$ cat src/rtl/core/limit_order_book_matcher_defines.svh
// assertion helpers shared by the matcher modules
`ifndef LIMIT_ORDER_BOOK_MATCHER_DEFINES_SVH
`define LIMIT_ORDER_BOOK_MATCHER_DEFINES_SVH

// condition that holds on every clock edge outside reset
`define LOBM_ASSERT_ALWAYS(label, expr, msg) \
   label: assert property (@(posedge clock) disable iff (reset) (expr)) else $error(msg);

// consequent that must hold in the cycle after the antecedent
`define LOBM_ASSERT_NEXT(label, ante, cons, msg) \
   label: assert property (@(posedge clock) disable iff (reset) (ante) |=> (cons)) \
      else $error(msg);

`endif

$ cat src/rtl/core/lobm_pkg.sv
`default_nettype none
package lobm_pkg;

   localparam int BOOK_ENTRIES = 32;
   localparam int PRICE_BITS   = 24;
   localparam int IDX_W        = $clog2(BOOK_ENTRIES);
   localparam int CNT_W        = $clog2(BOOK_ENTRIES + 1);
   localparam int RES_DEPTH    = BOOK_ENTRIES + 1;
   localparam int RES_AW       = $clog2(RES_DEPTH);
   localparam int RES_W        = $clog2(RES_DEPTH + 1);
   localparam int QUEUE_DEPTH  = 2;
   localparam int QPTR_W       = $clog2(QUEUE_DEPTH);
   localparam int QCNT_W       = $clog2(QUEUE_DEPTH + 1);

   typedef enum logic [2:0] {
      KIND_FILL      = 3'd0,
      KIND_RESTED    = 3'd1,
      KIND_FILLED    = 3'd2,
      KIND_CANCELLED = 3'd3,
      KIND_NOT_FOUND = 3'd4,
      KIND_REJECTED  = 3'd5
   } kind_type;

   typedef struct packed {
      logic        operation;
      logic [31:0] order_ref;
      logic        side;
      logic [23:0] limit_price;
      logic [31:0] order_quantity;
   } req_type;

   typedef struct packed {
      logic [2:0]  kind;
      logic [31:0] buy_order_id;
      logic [31:0] sell_order_id;
      logic [23:0] trade_price;
      logic [31:0] trade_quantity;
      logic [5:0]  resting_bids;
      logic [5:0]  resting_asks;
      logic        last;
   } rsp_type;

   // classified command handed from front to engine
   typedef struct packed {
      logic                  is_cancel;
      logic [31:0]           id;
      logic                  side;
      logic                  rside;
      logic [PRICE_BITS-1:0] limit;
      logic [31:0]           qty;
   } cmd_type;

   // one result record before the book counts are known
   typedef struct packed {
      kind_type    kind;
      logic [31:0] buy_id;
      logic [31:0] sell_id;
      logic [23:0] price;
      logic [31:0] qty;
   } rec_type;

   typedef struct packed {
      logic              en;
      logic [RES_AW-1:0] addr;
      rec_type           rec;
   } res_wr_type;

   typedef struct packed {
      logic             go;
      logic [RES_W-1:0] n;
      logic [CNT_W-1:0] bids;
      logic [CNT_W-1:0] asks;
   } drain_type;

endpackage
`default_nettype wire

$ cat src/rtl/core/lobm_front.sv
`default_nettype none
module lobm_front (
   input  logic                clock,
   input  logic                reset,
   input  logic                start,
   output logic                busy,
   input  lobm_pkg::req_type   req_item,
   input  logic                pop,
   output logic                cmd_valid,
   output lobm_pkg::cmd_type   cmd
);
   import lobm_pkg::*;

   cmd_type            queue_ff [QUEUE_DEPTH];
   logic [QPTR_W-1:0]  wr_ptr_ff, rd_ptr_ff;
   logic [QCNT_W-1:0]  count_ff;
   logic               push, pop_fire;
   cmd_type            cls;

   assign busy      = (count_ff == QCNT_W'(QUEUE_DEPTH));
   assign cmd_valid = (count_ff != '0);
   assign cmd       = queue_ff[rd_ptr_ff];
   assign push      = start && !busy;
   assign pop_fire  = pop && cmd_valid;

   // classify the incoming beat
   always_comb begin
      cls.is_cancel = req_item.operation;
      cls.id        = req_item.order_ref;
      cls.side      = req_item.side;
      cls.rside     = ~req_item.side;
      cls.limit     = PRICE_BITS'(req_item.limit_price);
      cls.qty       = req_item.order_quantity;
   end

   always_ff @(posedge clock) begin
      if (push) begin
         queue_ff[wr_ptr_ff] <= cls;
      end
   end

   always_ff @(posedge clock) begin
      if (reset) begin
         wr_ptr_ff <= '0;
         rd_ptr_ff <= '0;
         count_ff  <= '0;
      end else begin
         if (push) begin
            wr_ptr_ff <= (wr_ptr_ff == QPTR_W'(QUEUE_DEPTH - 1)) ? '0 : wr_ptr_ff + QPTR_W'(1);
         end
         if (pop_fire) begin
            rd_ptr_ff <= (rd_ptr_ff == QPTR_W'(QUEUE_DEPTH - 1)) ? '0 : rd_ptr_ff + QPTR_W'(1);
         end
         if (push && !pop_fire) begin
            count_ff <= count_ff + QCNT_W'(1);
         end else if (pop_fire && !push) begin
            count_ff <= count_ff - QCNT_W'(1);
         end
      end
   end

endmodule
`default_nettype wire

$ cat config.mk
export PLATFORM = sky130hd
export DESIGN_NAME = lobm_front
export DESIGN_NICKNAME = d
export VERILOG_FILES = /design/src/rtl/core/limit_order_book_matcher_defines.svh /design/src/rtl/core/lobm_pkg.sv /design/src/rtl/core/lobm_front.sv
export SDC_FILE = /design/constraint.sdc
export NUM_CORES = 1
export LEC_CHECK = 0
export ABC_CLOCK_PERIOD_IN_PS = 3100
export BUFFER_PORTS_ARGS = -buffer_cell sky130_fd_sc_hd__buf_2
export CAP_MARGIN = 20
export CORE_MARGIN = 5
export CORE_UTILIZATION = 47
export DETAILED_ROUTE_END_ITERATION = 7
export PLACE_DENSITY_LB_ADDON = 0.05
export SLEW_MARGIN = 20
export SYNTH_ARGS = -nofsm -noshare
export SYNTH_HDL_FRONTEND = slang
export SYNTH_SLANG_ARGS = --single-unit
export TNS_END_PERCENT = 100
$ cat constraint.sdc
create_clock -name clock -period 3.1 [get_ports clock]
set_clock_uncertainty 0.2 [all_clocks]
set_input_delay 0.31 -clock clock [delete_from_list [all_inputs] [get_ports clock]]
set_output_delay 0.31 -clock clock [all_outputs]
set_load 0.01 [all_outputs]
[Word level (Yosys, flattened, before mapping)]
Memory sizes are Yosys's and may differ from the RTL's. A register that Yosys moved wholly into a read port is not among the register bits.
Index checks and enable logic that the tools add are counted.
Storage, ports and cells
  register bits: 4
  memory bits (writable): 182
  input port bits: 94
  output and inout bits: 93
  memories: 1
Memories
  queue_ff: words 2, bits a word 91, read ports 1, clocked after memory_dff 1, wr ports 1, line lobm_front.sv:14  | cmd_type queue_ff [QUEUE_DEPTH];
Cells by class
  $add $sub $neg: 4
  eq/ne operators: 1
  multiplexer cells: 8
  bitwise operators: 1
  reductions and logical operators: 9
Operators by type and width (number)
  $mux 1: 6
  $logic_and 1x1->1: 4
  $mux 2: 2
  $reduce_bool 2->1: 2
  $logic_not 1->1: 3
  $add 1x1->1 const B: 2
  $add 2x1->2 const B: 1
  $eq 2x2->1 const B: 1
  $sub 2x1->2 const B: 1
  $not 1->1: 1

[Depth between registers and ports, before layout]
  depth in word-level cells: 7
  depth in mapped cells: 6

[Least setup slack after synthesis]
Ideal clock, no wire load.
  kind: register -> register
  from: register count_ff[1]
  to: memory queue_ff[1][0] in the netlist's numbering (enable)
  data arrival time: 2.740 ns
  required time: 2.440 ns
  slack: -0.300 ns
  stages on the path, launching flop included: 4
  path buffers: 0
  period minus slack after synthesis: 3.400 ns
  cells stage by stage: dfxtp_1 -> nor2b_2 -> nor2_1 -> and2_1
On the way
  cells in the longest elaborated chain, start to end: 5
Ends and longest elaborated chain
  start, declared: line lobm_front.sv:16  | logic [QCNT_W-1:0] count_ff;
  start signal, assigned: line lobm_front.sv:55  | count_ff <= count_ff + QCNT_W'(1);
  start signal, assigned: line lobm_front.sv:57  | count_ff <= count_ff - QCNT_W'(1);
  $eq 2x2->1: line lobm_front.sv:20  | assign busy = (count_ff == QCNT_W'(QUEUE_DEPTH));
  net busy: line lobm_front.sv:6  | output logic busy,
  $logic_not 1->1: line lobm_front.sv:23  | assign push = start && !busy;
  $logic_and 1x1->1: line lobm_front.sv:23
  $mux 1: line lobm_front.sv:37  | if (push) begin
  $mux 1 (not written as such): line lobm_front.sv:38  | queue_ff[wr_ptr_ff] <= cls;
  end, declared: line lobm_front.sv:14
The timed path passes the listed nets, and every way through them passes these cells.

==> flow_metrics.py <==
metrics = {
    "outcome": {
        "status": "finished clean",
    },
    "synthesis": {
        "synthXorXnorAreaFrac_pct": 0.387,
        "synth_warnings": 0,
        "synth_compound_area_share_pct": 0.369,
        "synth_fa_ha_area_share_pct": 0.184,
        "synth_area_sq_um": 6790,
        "syn-instance-count": 309,
        "synth.distinct_cells": 15,
        "syn_area_per_cell_sq_um": 22.0,
        "synth_mux_area_share_pct": 15.1,
        "yosysSeqAreaShare_pct": 82.0,
        "syn_nets": 404,
        "synth_top_family_by_area": "multiplexers",
        "ys_ff_latch": 187,
        "yosys.area_share.simple_pct": 0.719,
    },
    "placement": {
        "place_hpwl_um": 8570,
        "place.gp.congestion": 0.719,
        "io_buffers": 186,
        "place_inst": 676,
    },
    "grt": {
        "gr-total-overflow": 0,
        "grt_pass1_vias": 3996,
        "grt_pass1_wl_um": 19900,
        "antenna_found_initial": 0,
        "grt_use_total_pct": 15.8,
        "grt_max_degree": 47,
    },
    "timing": {
        "hold_viol": 0,
        "setup_viol": 0,
        "setup_tns_ns": 0,
        "slew_viol_final": 0,
        "finalCriticalPeriod_ns": 2.48,
        "fmax_mhz": 403,
        "worstMarginPinSlew_ns": 0.470,
        "slew_headroom_pct": 68.7,
        "fin_crit_sh_pct": 80.0,
        "rsz0062_at_grt": "no",
    },
    "critical_path": {
        "path_buf_inv": 2,
        "startpoint_type": "register",
        "critPathMaxStageDelay_ns": 0.64,
        "crit_fanout": 46,
        "cp-end-kind": "output pin",
        "critPathKind": "reg2out",
        "slowest_stage": "dfxtp_4",
        "cp_top_family": "flip-flops",
        "worstPathRequired_ns": 2.59,
        "cp.arrival_ns": 1.97,
        "path_cells": "buf_12 > mux2_2 > buf_2",
    },
    "clock_tree": {
        "clock_latency_ns": 0.42,
        "cts_buffer_depth": 2,
        "clk_pin_slew_worst_paths_ns": 0.06,
        "cts.sinks": 187,
        "numCtsBuffers": 17,
        "cts_setup_buffers": 0,
        "cts_tree": "built",
        "ctsHtreeMaxLevel": 4,
        "cts_root_buf": "clkbuf_16",
    },
    "layout": {
        "nets": 697,
        "area_growth_pct": 40.6,
        "final_cell_mix": "186 x buf_2, 182 x edfxtp_1, 91 x mux2_2, 91 x dlygate4sd3_1, 17 x clkbuf_16",
        "antenna_cells": 0,
        "fillers": 1026,
        "final_cells": 799,
        "drive_gt1_share_pct": 51.5,
        "final_common_cell": "buf_2",
    },
    "floorplanning": {
        "die_x_um": 130,
        "rows": 44,
        "initial_core_util_pct": 47.2,
        "core_sq_um": 14400,
        "die_area_sq_um": 16900,
        "die_height_um": 130,
        "ioPinCount": 187,
    },
    "pwr": {
        "power.total_w": 0.00743,
        "vdd_drop_max_v": 0.000577,
        "p_per_area_nw_per_um2": 779,
        "leakage_nw": 3.61,
    },
    "detailed_routing": {
        "top_layer": "met4",
        "first_pass_iters": 4,
        "dr_total_vias": 3792,
        "wl_met3_um": 1020,
        "m1WireLength_um": 5180,
        "wl_per_cell_um": 16.8,
        "drt_iter0_drc": 150,
        "route.met2.wl_um": 7060,
        "viasPerCell": 4.75,
        "wl_um": 13400,
        "drc_errors": 0,
        "ant_nets": 0,
    },
    "hold_path": {
        "hold_path_class": "in2reg",
    },
    "flow_run": {
        "maxCapViolations": 0,
    },
}
area by class of cell:
class	instances	area, sq um	share of cell area [%]
clock buffers	18	429	4.50
clock inverters	14	225	2.36
inverters	3	15.0	0.157
multi-input cells	109	1140	11.9
flip-flops and latches	187	5570	58.4
well taps	184	230	2.41
repair buffers	284	1930	20.2
where the power goes:
| part | internal (W) | switching [W] | total, W |
|---|---|---|---|
| sequential | 0.00317 | 0.000134 | 0.00331 |
| combinational | 0.000871 | 0.000881 | 0.00175 |
| clock | 0.00150 | 0.000866 | 0.00237 |
| total | 0.00555 | 0.00188 | 0.00743 |
what timing repair did:
item,CTS,global route
hold buffers,91,0
gates resized for setup,0,0
hold endpoints to repair,187,0
Yosys cell counts:
cell,instances,share of area (%)
inv_1,3,0.17
and2_1,1,0.092
nor2_1,4,0.22
dfxtp_1,5,1.5
ha_1,1,0.18
or3_1,2,0.18
buf_4,9,1.0
xor2_1,3,0.39
edfxtp_1,182,81
nor2b_2,1,0.13
mux2_2,91,15
o21ai_0,3,0.22
or2_2,1,0.092
a21oi_1,2,0.15
buf_2,1,0.074
sequential cells by signal, indices dropped and copies added, names as in the netlist, named ones only:
name / cells
wr_ptr_ff: 1
count_ff: 2
queue_ff: 182
rd_ptr_ff: 1
through the flow:
| step | setup slack, ns | utilization, % | instance area [sq um] | hold WS [ns] |
|---|---|---|---|---|
| 6_report | 0.619 | 66.4 | 9540 | 0.0730 |
| 3_5_place_dp | 1.02 | 55.5 | 7980 | 0.289 |
| 2_1_floorplan | 0.426 | - | 6790 | 0.179 |
| 5_1_grt | 0.533 | 66.4 | 9540 | 0.102 |
| 3_3_place_gp | 1.03 | 55.5 | 7980 | 0.283 |
| 4_1_cts | 0.559 | 66.4 | 9540 | 0.0576 |
per-layer routing:
metal	global-route usage, %	vias up
li1	-	1810
met1	17.5	1853
met2	27.6	115
met3	5.57	14
met4	6.78	0
met5	0	-
worst min-delay path: cells and delay by family:
family	cells	cell delay, ns
AO/OA/AOI/OAI	2	0.21
buffers and inverters	2	0.11
final timing paths:
kind | from | end | slack (ns) | cells after the start
max reg2reg | count_ff[1]$_SDFFE_PP0P_ | queue_ff[1][27]$_DFFE_PP_ | 1.10 | 4
min reg2reg | wr_ptr_ff$_SDFFE_PP0N_ | wr_ptr_ff$_SDFFE_PP0N_ | 0.29 | 2
min | start | wr_ptr_ff$_SDFFE_PP0N_ | 0.07 | 4
max | register | cmd[33] | 0.62 | 3
cell families after synthesis:
| family | Yosys count |
|---|---|
| DFF | 187 |
| and+or+nand+nor | 9 |
| muxes | 91 |
| buffers and inverters | 13 |
| AOI/OAI and AO/OA | 5 |
| xor gates and xnor gates | 3 |
| adders and majority gates | 1 |
Note: power is estimated with default switching activity, not from simulation.
